`src/rtl/core/wpjs_pkg.sv`:
```
// wpjs_pkg: shared types, codes and defaults of the weighted priority job scheduler
// no dependencies; used by every module under rtl/core
`default_nettype none

package wpjs_pkg;

  localparam int NUM_LEVELS_DEF  = 4;
  localparam int QUEUE_DEPTH_DEF = 16;
  localparam int NUM_WORKERS_DEF = 4;

  // widths that cover the largest allowed configuration
  localparam int LEVEL_W = 3;
  localparam int ENTRY_W = 6;

  localparam logic [1:0] ACT_ENQ   = 2'd0;
  localparam logic [1:0] ACT_FETCH = 2'd1;
  localparam logic [1:0] ACT_REQ   = 2'd2;
  localparam logic [1:0] ACT_NONE  = 2'd3;

  localparam logic [1:0] STAT_OK    = 2'd0;
  localparam logic [1:0] STAT_EMPTY = 2'd1;
  localparam logic [1:0] STAT_FULL  = 2'd2;
  localparam logic [1:0] STAT_STOP  = 2'd3;

  typedef struct packed {
    logic [1:0] action;
    logic [7:0] job_id;
    logic [3:0] priority_req;
    logic [1:0] worker_id;
  } item_t;

  typedef struct packed {
    logic [7:0] granted_job;
    logic       granted;
    logic [1:0] status;
    logic [1:0] placed_level;
  } result_t;

  typedef struct packed {
    logic               push;
    logic               pop;
    logic [LEVEL_W-1:0] level;
    logic [7:0]         job;
  } bank_op_t;

  typedef struct packed {
    logic [ENTRY_W-1:0] entry;
    logic [LEVEL_W-1:0] level;
    logic [LEVEL_W-1:0] prev_level;
  } scan_t;

  // level named by one entry of the sequence 0 | 0,1 | 0,1,2 | ...
  function automatic int seq_level(int idx, int n);
    int rem;
    int res;
    bit hit;
    rem = idx;
    res = 0;
    hit = 1'b0;
    for (int run = 1; run <= n; run++) begin
      if (!hit) begin
        if (rem < run) begin
          res = rem;
          hit = 1'b1;
        end else begin
          rem = rem - run;
        end
      end
    end
    return res;
  endfunction

endpackage

`default_nettype wire

```
`src/rtl/core/wpjs_seq_scan.sv`:
```
// wpjs_seq_scan: lookup over the weighted level sequence from a worker cursor
// depends on wpjs_pkg (scan_t, seq_level)
`default_nettype none

module wpjs_seq_scan #(
  parameter int NUM_LEVELS = wpjs_pkg::NUM_LEVELS_DEF
) (
  input  wire logic [((NUM_LEVELS*(NUM_LEVELS+1))/2 > 1 ?
                      $clog2((NUM_LEVELS*(NUM_LEVELS+1))/2) : 1)-1:0] cursor,
  input  wire logic [NUM_LEVELS-1:0] nonempty,
  output wpjs_pkg::scan_t            scan
);

  localparam int SEQ_LEN = (NUM_LEVELS * (NUM_LEVELS + 1)) / 2;
  localparam int SW      = SEQ_LEN > 1 ? $clog2(SEQ_LEN) : 1;
  localparam int LW      = NUM_LEVELS > 1 ? $clog2(NUM_LEVELS) : 1;

  logic [LW-1:0]      lvl_tab [SEQ_LEN];
  logic [SEQ_LEN-1:0] hit;
  logic [SW-1:0]      first_ge;
  logic               found_ge;
  logic [SW-1:0]      first_any;
  logic [SW-1:0]      entry;
  logic [SW-1:0]      prev;

  for (genvar e = 0; e < SEQ_LEN; e++) begin : g_tab
    assign lvl_tab[e] = LW'(wpjs_pkg::seq_level(e, NUM_LEVELS));
    assign hit[e]     = nonempty[lvl_tab[e]];
  end

  // first non-empty entry at or after the cursor, else first one from the start
  always_comb begin
    first_ge  = '0;
    found_ge  = 1'b0;
    first_any = '0;
    for (int e = SEQ_LEN - 1; e >= 0; e--) begin
      if (hit[e]) begin
        first_any = SW'(e);
        if (SW'(e) >= cursor) begin
          first_ge = SW'(e);
          found_ge = 1'b1;
        end
      end
    end
  end

  assign entry = found_ge ? first_ge : first_any;
  assign prev  = (cursor == '0) ? SW'(SEQ_LEN - 1) : cursor - SW'(1);

  always_comb begin
    scan            = '0;
    scan.entry      = wpjs_pkg::ENTRY_W'(entry);
    scan.level      = wpjs_pkg::LEVEL_W'(lvl_tab[entry]);
    scan.prev_level = wpjs_pkg::LEVEL_W'(lvl_tab[prev]);
  end

endmodule

`default_nettype wire

```
`src/rtl/core/wpjs_fifo_bank.sv`:
```
// wpjs_fifo_bank: per-level job fifos in one shared memory, heads and counts in flops
// depends on wpjs_pkg (bank_op_t)
`default_nettype none

module wpjs_fifo_bank #(
  parameter int NUM_LEVELS  = wpjs_pkg::NUM_LEVELS_DEF,
  parameter int QUEUE_DEPTH = wpjs_pkg::QUEUE_DEPTH_DEF
) (
  input  wire logic               clk,
  input  wire logic               rst,
  input  wire wpjs_pkg::bank_op_t op,
  output logic [NUM_LEVELS-1:0]   nonempty,
  output logic [NUM_LEVELS-1:0]   full,
  output logic [7:0]              rdata
);

  localparam int LW   = NUM_LEVELS > 1 ? $clog2(NUM_LEVELS) : 1;
  localparam int HW   = $clog2(QUEUE_DEPTH);
  localparam int CW   = $clog2(QUEUE_DEPTH + 1);
  localparam int SUMW = HW + 2;

  logic [7:0]    mem [NUM_LEVELS * (1 << HW)];
  logic [HW-1:0] head  [NUM_LEVELS];
  logic [CW-1:0] count [NUM_LEVELS];

  logic [LW-1:0]   lvl;
  logic [SUMW-1:0] sum;
  logic [SUMW-1:0] wrapped;
  logic [HW-1:0]   tail;
  logic [HW-1:0]   head_inc;
  logic            do_push;

  assign lvl = op.level[LW-1:0];

  for (genvar l = 0; l < NUM_LEVELS; l++) begin : g_flag
    assign nonempty[l] = count[l] != '0;
    assign full[l]     = count[l] == CW'(QUEUE_DEPTH);
  end

  // tail is head plus count wrapped once round the ring
  assign sum      = {{(SUMW-HW){1'b0}}, head[lvl]} + {{(SUMW-CW){1'b0}}, count[lvl]};
  assign wrapped  = (sum >= SUMW'(QUEUE_DEPTH)) ? sum - SUMW'(QUEUE_DEPTH) : sum;
  assign tail     = wrapped[HW-1:0];
  assign head_inc = (head[lvl] == HW'(QUEUE_DEPTH - 1)) ? '0 : head[lvl] + HW'(1);
  assign do_push  = op.push && !full[lvl];

  always_ff @(posedge clk) begin
    if (do_push) begin
      mem[{lvl, tail}] <= op.job;
    end
    if (op.pop) begin
      rdata <= mem[{lvl, head[lvl]}];
    end
  end

  always_ff @(posedge clk) begin
    if (rst) begin
      for (int l = 0; l < NUM_LEVELS; l++) begin
        head[l]  <= '0;
        count[l] <= '0;
      end
    end else if (do_push) begin
      count[lvl] <= count[lvl] + CW'(1);
    end else if (op.pop) begin
      head[lvl]  <= head_inc;
      count[lvl] <= count[lvl] - CW'(1);
    end
  end

endmodule

`default_nettype wire

```
`src/rtl/core/weighted_priority_job_scheduler.sv`:
```
// weighted_priority_job_scheduler: top level, command sequencer and worker cursor memory
// depends on wpjs_pkg, wpjs_seq_scan, wpjs_fifo_bank
//
//   channel   handshake                  payload
//   command   start, busy                item   (wpjs_pkg::item_t)
//   result    done (one-cycle strobe)    result (wpjs_pkg::result_t)
//   config    cfg_write                  cfg_data (run enable)
//
// one command at a time: enqueue, requeue and fetches that return no job finish after the look
// state; a granted fetch also passes the grant state, as the cursor memory read is
// followed by the job memory read.
// result is shown on done in the cycle after the last step; the receiver cannot stall it.
// synchronous reset clears heads, counts and cursor valid bits at once, no clearing pass;
// the job memory is not cleared.
`default_nettype none

module weighted_priority_job_scheduler #(
  parameter int NUM_LEVELS  = wpjs_pkg::NUM_LEVELS_DEF,
  parameter int QUEUE_DEPTH = wpjs_pkg::QUEUE_DEPTH_DEF,
  parameter int NUM_WORKERS = wpjs_pkg::NUM_WORKERS_DEF
) (
  input  wire logic              clk,
  input  wire logic              rst,
  input  wire logic              start,
  output logic                   busy,
  input  wire wpjs_pkg::item_t   item,
  output logic                   done,
  output wpjs_pkg::result_t      result,
  input  wire logic              cfg_write,
  input  wire logic              cfg_data
);

  localparam int SEQ_LEN = (NUM_LEVELS * (NUM_LEVELS + 1)) / 2;
  localparam int SW      = SEQ_LEN > 1 ? $clog2(SEQ_LEN) : 1;
  localparam int LW      = NUM_LEVELS > 1 ? $clog2(NUM_LEVELS) : 1;
  localparam int WW      = NUM_WORKERS > 1 ? $clog2(NUM_WORKERS) : 1;

  localparam logic [1:0] ST_IDLE  = 2'd0;
  localparam logic [1:0] ST_LOOK  = 2'd1;
  localparam logic [1:0] ST_GRANT = 2'd2;

  logic [1:0]            state;
  logic [1:0]            state_next;
  wpjs_pkg::item_t       req;
  logic [WW-1:0]         wsel;
  logic                  run_en;
  logic                  accept;

  logic [SW-1:0]          cur_mem [NUM_WORKERS];
  logic [NUM_WORKERS-1:0] cur_valid;
  logic [SW-1:0]          cur_rd;
  logic                   cur_rd_valid;
  logic [SW-1:0]          cursor;
  logic                   cur_we;

  logic [4:0]            w5;
  logic [4:0]            wsel5;
  logic [WW-1:0]         wsel_in;

  wpjs_pkg::scan_t       scan;
  wpjs_pkg::bank_op_t    op;
  wpjs_pkg::result_t     res_next;
  logic [NUM_LEVELS-1:0] nonempty;
  logic [NUM_LEVELS-1:0] full;
  logic [7:0]            rdata;
  logic                  grant;

  logic [LW-1:0]         enq_lvl;
  logic [LW-1:0]         prev_lvl;
  logic [LW-1:0]         rq_lvl;
  logic [LW-1:0]         lvl_sel;
  logic [7:0]            lvl_ext;

  assign busy   = state != ST_IDLE;
  assign accept = start && !busy;

  // worker id taken modulo the worker count; the id is below twice any count above one
  assign w5 = {3'b000, item.worker_id};
  always_comb begin
    if (NUM_WORKERS == 1) begin
      wsel5 = '0;
    end else if (w5 >= 5'(NUM_WORKERS)) begin
      wsel5 = w5 - 5'(NUM_WORKERS);
    end else begin
      wsel5 = w5;
    end
  end
  assign wsel_in = wsel5[WW-1:0];

  // cursor memory: one registered read at transfer, written back on a granted fetch
  always_ff @(posedge clk) begin
    if (cur_we) begin
      cur_mem[wsel] <= scan.entry[SW-1:0];
    end
    if (accept) begin
      cur_rd <= cur_mem[wsel_in];
      req    <= item;
      wsel   <= wsel_in;
    end
  end

  always_ff @(posedge clk) begin
    if (rst) begin
      cur_valid    <= '0;
      cur_rd_valid <= 1'b0;
    end else begin
      if (cur_we) begin
        cur_valid[wsel] <= 1'b1;
      end
      if (accept) begin
        cur_rd_valid <= cur_valid[wsel_in];
      end
    end
  end

  assign cursor = cur_rd_valid ? cur_rd : '0;

  wpjs_seq_scan #(
    .NUM_LEVELS(NUM_LEVELS)
  ) u_scan (
    .cursor  (cursor),
    .nonempty(nonempty),
    .scan    (scan)
  );

  wpjs_fifo_bank #(
    .NUM_LEVELS (NUM_LEVELS),
    .QUEUE_DEPTH(QUEUE_DEPTH)
  ) u_bank (
    .clk     (clk),
    .rst     (rst),
    .op      (op),
    .nonempty(nonempty),
    .full    (full),
    .rdata   (rdata)
  );

  assign enq_lvl  = (req.priority_req > 4'(NUM_LEVELS - 1)) ? LW'(NUM_LEVELS - 1)
                                                            : req.priority_req[LW-1:0];
  assign prev_lvl = scan.prev_level[LW-1:0];
  assign rq_lvl   = (prev_lvl >= LW'(NUM_LEVELS - 1)) ? LW'(NUM_LEVELS - 1)
                                                      : prev_lvl + LW'(1);

  always_comb begin
    lvl_sel  = '0;
    lvl_ext  = '0;
    op       = '0;
    cur_we   = 1'b0;
    grant    = 1'b0;
    res_next = '0;
    if (state == ST_LOOK) begin
      unique case (req.action)
        wpjs_pkg::ACT_ENQ: begin
          lvl_sel         = enq_lvl;
          op.push         = 1'b1;
          res_next.status = full[enq_lvl] ? wpjs_pkg::STAT_FULL : wpjs_pkg::STAT_OK;
        end
        wpjs_pkg::ACT_FETCH: begin
          priority if (!run_en) begin
            res_next.status = wpjs_pkg::STAT_STOP;
          end else if (nonempty == '0) begin
            res_next.status = wpjs_pkg::STAT_EMPTY;
          end else begin
            lvl_sel          = scan.level[LW-1:0];
            op.pop           = 1'b1;
            cur_we           = 1'b1;
            grant            = 1'b1;
            res_next.granted = 1'b1;
            res_next.status  = wpjs_pkg::STAT_OK;
          end
        end
        wpjs_pkg::ACT_REQ: begin
          lvl_sel         = rq_lvl;
          op.push         = 1'b1;
          res_next.status = full[rq_lvl] ? wpjs_pkg::STAT_FULL : wpjs_pkg::STAT_OK;
        end
        wpjs_pkg::ACT_NONE: begin
          res_next = '0;
        end
      endcase
      lvl_ext               = {{(8-LW){1'b0}}, lvl_sel};
      op.level              = wpjs_pkg::LEVEL_W'(lvl_sel);
      op.job                = req.job_id;
      res_next.placed_level = lvl_ext[1:0];
    end
  end

  always_comb begin
    unique case (state)
      ST_IDLE:  state_next = accept ? ST_LOOK : ST_IDLE;
      ST_LOOK:  state_next = grant ? ST_GRANT : ST_IDLE;
      ST_GRANT: state_next = ST_IDLE;
      default:  state_next = ST_IDLE;
    endcase
  end

  always_ff @(posedge clk) begin
    if (rst) begin
      state  <= ST_IDLE;
      done   <= 1'b0;
      run_en <= 1'b1;
    end else begin
      state <= state_next;
      done  <= (state == ST_LOOK && !grant) || state == ST_GRANT;
      if (cfg_write) begin
        run_en <= cfg_data;
      end
    end
  end

  // payload: job id of a granted fetch lands in the cycle after the other fields
  always_ff @(posedge clk) begin
    if (state == ST_LOOK) begin
      result <= res_next;
    end else if (state == ST_GRANT) begin
      result.granted_job <= rdata;
    end
  end

`ifndef SYNTHESIS
  a_accept_busy: assert property (@(posedge clk) disable iff (rst)
    start && !busy |=> busy)
    else $error("accepted command did not raise busy");

  a_done_source: assert property (@(posedge clk) disable iff (rst)
    done |-> $past(state) == ST_LOOK || $past(state) == ST_GRANT)
    else $error("result strobe without a finishing step");

  a_no_job_zero: assert property (@(posedge clk) disable iff (rst)
    done && !result.granted |-> result.granted_job == 8'd0)
    else $error("job id on a result that granted nothing");

  a_grant_ok: assert property (@(posedge clk) disable iff (rst)
    done && result.granted |-> result.status == wpjs_pkg::STAT_OK)
    else $error("granted fetch with a non-ok status");
`endif

endmodule

`default_nettype wire
```
`config.mk`:
```
export PLATFORM = sky130hd
export DESIGN_NAME = weighted_priority_job_scheduler
export DESIGN_NICKNAME = d
export VERILOG_FILES = /design/src/rtl/core/wpjs_pkg.sv /design/src/rtl/core/wpjs_seq_scan.sv /design/src/rtl/core/wpjs_fifo_bank.sv /design/src/rtl/core/weighted_priority_job_scheduler.sv
export SDC_FILE = /design/constraint.sdc
export NUM_CORES = 1
export LEC_CHECK = 0
export BUFFER_PORTS_ARGS = -buffer_cell sky130_fd_sc_hd__buf_4
export CORE_MARGIN = 2
export CORE_UTILIZATION = 55
export CTS_BUF_LIST = sky130_fd_sc_hd__clkbuf_4
export CTS_CLUSTER_DIAMETER = 60
export DETAILED_ROUTE_END_ITERATION = 10
export GPL_TIMING_DRIVEN = 0
export HOLD_SLACK_MARGIN = 0.08
export PLACE_DENSITY_LB_ADDON = 0.3
export SYNTH_ARGS = -nofsm -noshare
export SYNTH_HDL_FRONTEND = slang
export SYNTH_HIERARCHICAL = 1
export SYNTH_SLANG_ARGS = --single-unit
export TNS_END_PERCENT = 10
```
`constraint.sdc`:
```
create_clock -name clk -period 7.4 [get_ports clk]
set_input_delay 1.85 -clock clk [delete_from_list [all_inputs] [get_ports clk]]
set_output_delay 1.85 -clock clk [all_outputs]
set_load 0.1 [all_outputs]
```
==> impl_metrics.yaml <==
timing:
  timing.fmax_ghz: 0.1396
  worst_pin_slew_ns: 1.340
  fin_crit_ns: 7.162
  finalSetupViolations: 0
  slew_viol_final: 0
  final.setup_skew_ns: 0.09028
  finalHoldViolations: 0
  finalCritPeriodShare_pct: 96.79
  relSlewSlack_pct: 10.30
  fin_ws_ns: 0.2377
global_route:
  globalRoute.totalOverflow: 0
  grt_max_degree: 57
  grtUsageTotal_pct: 27.93
  grt_pass1_vias: 15120
  antenna_found_initial: 1
  grt_first_pass_wirelength_um: 95440
floorplan:
  dieHeight_um: 219.2
  row_count: 78
  die_x_um: 219.2
  core_sq_mm: 0.04558
  dieArea_sq_mm: 0.04805
  initial_core_util_pct: 55.89
  pin_count: 36
route:
  ant_nets: 0
  dr.first_iter.drc_count: 2036
  wl_per_cell_um: 26.40
  totalWireLength_um: 65210
  vias: 15420
  vias_per_cell: 6.242
  dr.pass1.iters: 6
  drc: 0
placed_design:
  routabilityCongestion: 0.9052
  dp_hpwl_um: 43110
  place_ws_ns: -1.191
  port_buffers: 34
cts:
  cts.clk_slew.worst_paths_ns: 0.07
  cts-root-buf: "clkbuf_4"
  clk-insertion-delay-late_ns: 1.01
  cts_tree: "built"
  cts_buffer_depth: 3
  h-tree-depth: 4
  cts-buffers-inserted: 152
  clock-sinks: 614
worst_setup_path:
  critical-path-top-delay-family: "simple AND/OR/NAND/NOR gates"
  cp.required_ns: 8.02
  slowest_delay_ns: 0.40
  crit_type: "reg -> reg"
  r2r_slack_ns: 0.24
  setup.worst_path.end_class: "flop"
  reg2regPathDepth: 30
  worst_path_most_repeated_cell: "buf_4"
  start_kind: "flop"
  cp.arrival_ns: 7.79
  r2r-start: "u_bank/count[3][0]"
  cp_max_fo: 11
  crit_buf_inv: 9
  reg2reg_to: "u_bank/mem[23][1]"
  crit_slowest_cell: "edfxtp_1"
cells_and_area:
  final_util_pct: 65.21
  syn2layout_area_growth_pct: 16.68
  fin_nets: 1786
  drive_gt1_share_pct: 30.02
  fillers: 3074
yosys:
  syn-instance-count: 1523
  yosys_warnings: 6
  synth_area_sq_mm: 0.02547
  synth_area_per_cell_sq_um: 16.72
  syn_nets: 1554
worst_hold_path:
  min_from: "u_bank/rdata[6]"
  hold_class: "reg -> reg"
  hold_path_end: "result[11]"
  min_path_cells: 1
job:
  maxCapViolCount: 0
pwr:
  irDropWorstVdd_mv: 0.2252
  power.total_uw: 7354
  cellLeakagePower_uw: 0.01022
  p_per_area_mw_per_mm2: 247.4
run_status:
  status: "finished, final reports clean"
power breakdown:
part	leakage (uW)	total [uW]	switching, uW	internal [uW]
combinational	0.00324	658	437	221
sequential	0.00582	3840	13.7	3830
clock	0.00116	2850	1330	1520
layout make-up:
type                    instances  area, sq um  area share [%]
multi-input cells             805         7208           24.25
clock buffers                 229         1719           5.785
well taps                     600        750.7           2.526
plain buffers                  72        481.7           1.621
flip-flops and latches        614        18270           61.47
inverters                      23        98.84          0.3326
repair buffers                 87        935.9           3.149
diodes                          1        2.502        0.008420
clock inverters                39        255.2          0.8588
metrics by stage:
step           instance area [sq um]  std cells  setup TNS, ns  hold slack (ns)
2_1_floorplan                  25470       1523              0           0.4315
3_3_place_gp                   26480       2157        -457.03           0.4430
3_5_place_dp                   26660       2166        -539.86           0.4507
4_1_cts                        29450       2454              0           0.4570
5_1_grt                        29720       2470        -0.2014           0.4741
6_report                       29720       2470              0           0.4553
worst reg2reg max path, delay by kind of cell (launching register included):
kind | cells | cell delay, ns
compound gates | 6 | 1.20
xor+xnor | 2 | 0.42
fa+ha+maj | 2 | 0.58
buf+inv | 9 | 1.70
flops | 1 | 0.40
mux | 4 | 0.62
simple gates | 7 | 1.89
sequential cells by signal, indices dropped and copies added (netlist names):
name,flops
u_bank/count,20
u_bank/rdata,8
u_bank/head,16
wsel,2
result,13
cur_rd_valid,1
state,2
u_bank/mem,512
run_en,1
cur_rd,4
done,1
req,14
cur_valid,4
cur_mem,16
layer usage:
metal / up-vias / track usage [%] / routed length [um]
li1: 6606 / - / -
met1: 7629 / 37.65 / 25080
met2: 1030 / 42.36 / 30280
met3: 153 / 8.302 / 7324
met4: 0 / 12.48 / 2517
met5: - / 0 / 0
how the worst max path moves through the flow:
stage | startpoint | to | slack [ns] | depth (start not counted)
finish | u_bank/count[3][0] | u_bank/mem[23][1] | 0.24 | 30
global route | u_bank/count[3][0] | u_bank/mem[16][4] | -0.03 | 30
CTS | u_bank/count[2][3] | u_bank/mem[8][6] | 0.04 | 23
detailed placement | u_bank/count[2][3] | u_bank/mem[45][7] | -1.19 | 23
global placement | u_bank/count[2][3] | u_bank/mem[11][0] | -1.0 | 24
floorplan | u_bank/count[2][3] | u_bank/mem[10][0] | 1.17 | 23
cell usage in the layout (no fill, tap or decap), types with 11 or more instances in the layout:
master and instances:
a22oi_1 26, mux4_2 50, a21oi_1 30, mux2i_1 200, clkbuf_1 20, nor3_1 24, o22ai_1 15, nor4_1 16
clkbuf_4 230, nor2b_1 21, clkinv_1 27, edfxtp_1 597, a211oi_1 17, nor2_4 64, inv_1 18, buf_2 19
buf_12 25, nand3_1 12, a22o_1 13, or3_1 13, and2_1 15, buf_4 78, a221oi_1 12, nand2b_1 13
nor2_1 42, dfxtp_1 17, nand2_1 52, mux2_2 25, buf_6 11
timing repair:
item / 4_1_cts / 5_1_grt
endpoints found under the hold margin: 0 / 0
gates resized for setup: 146 / 11
pin swaps: 26 / 11
setup buffers: 28 / 16
hold buffers: 0 / 0
endpoints found under the setup margin: 512 / 512
(Power assumes the default switching activity.)
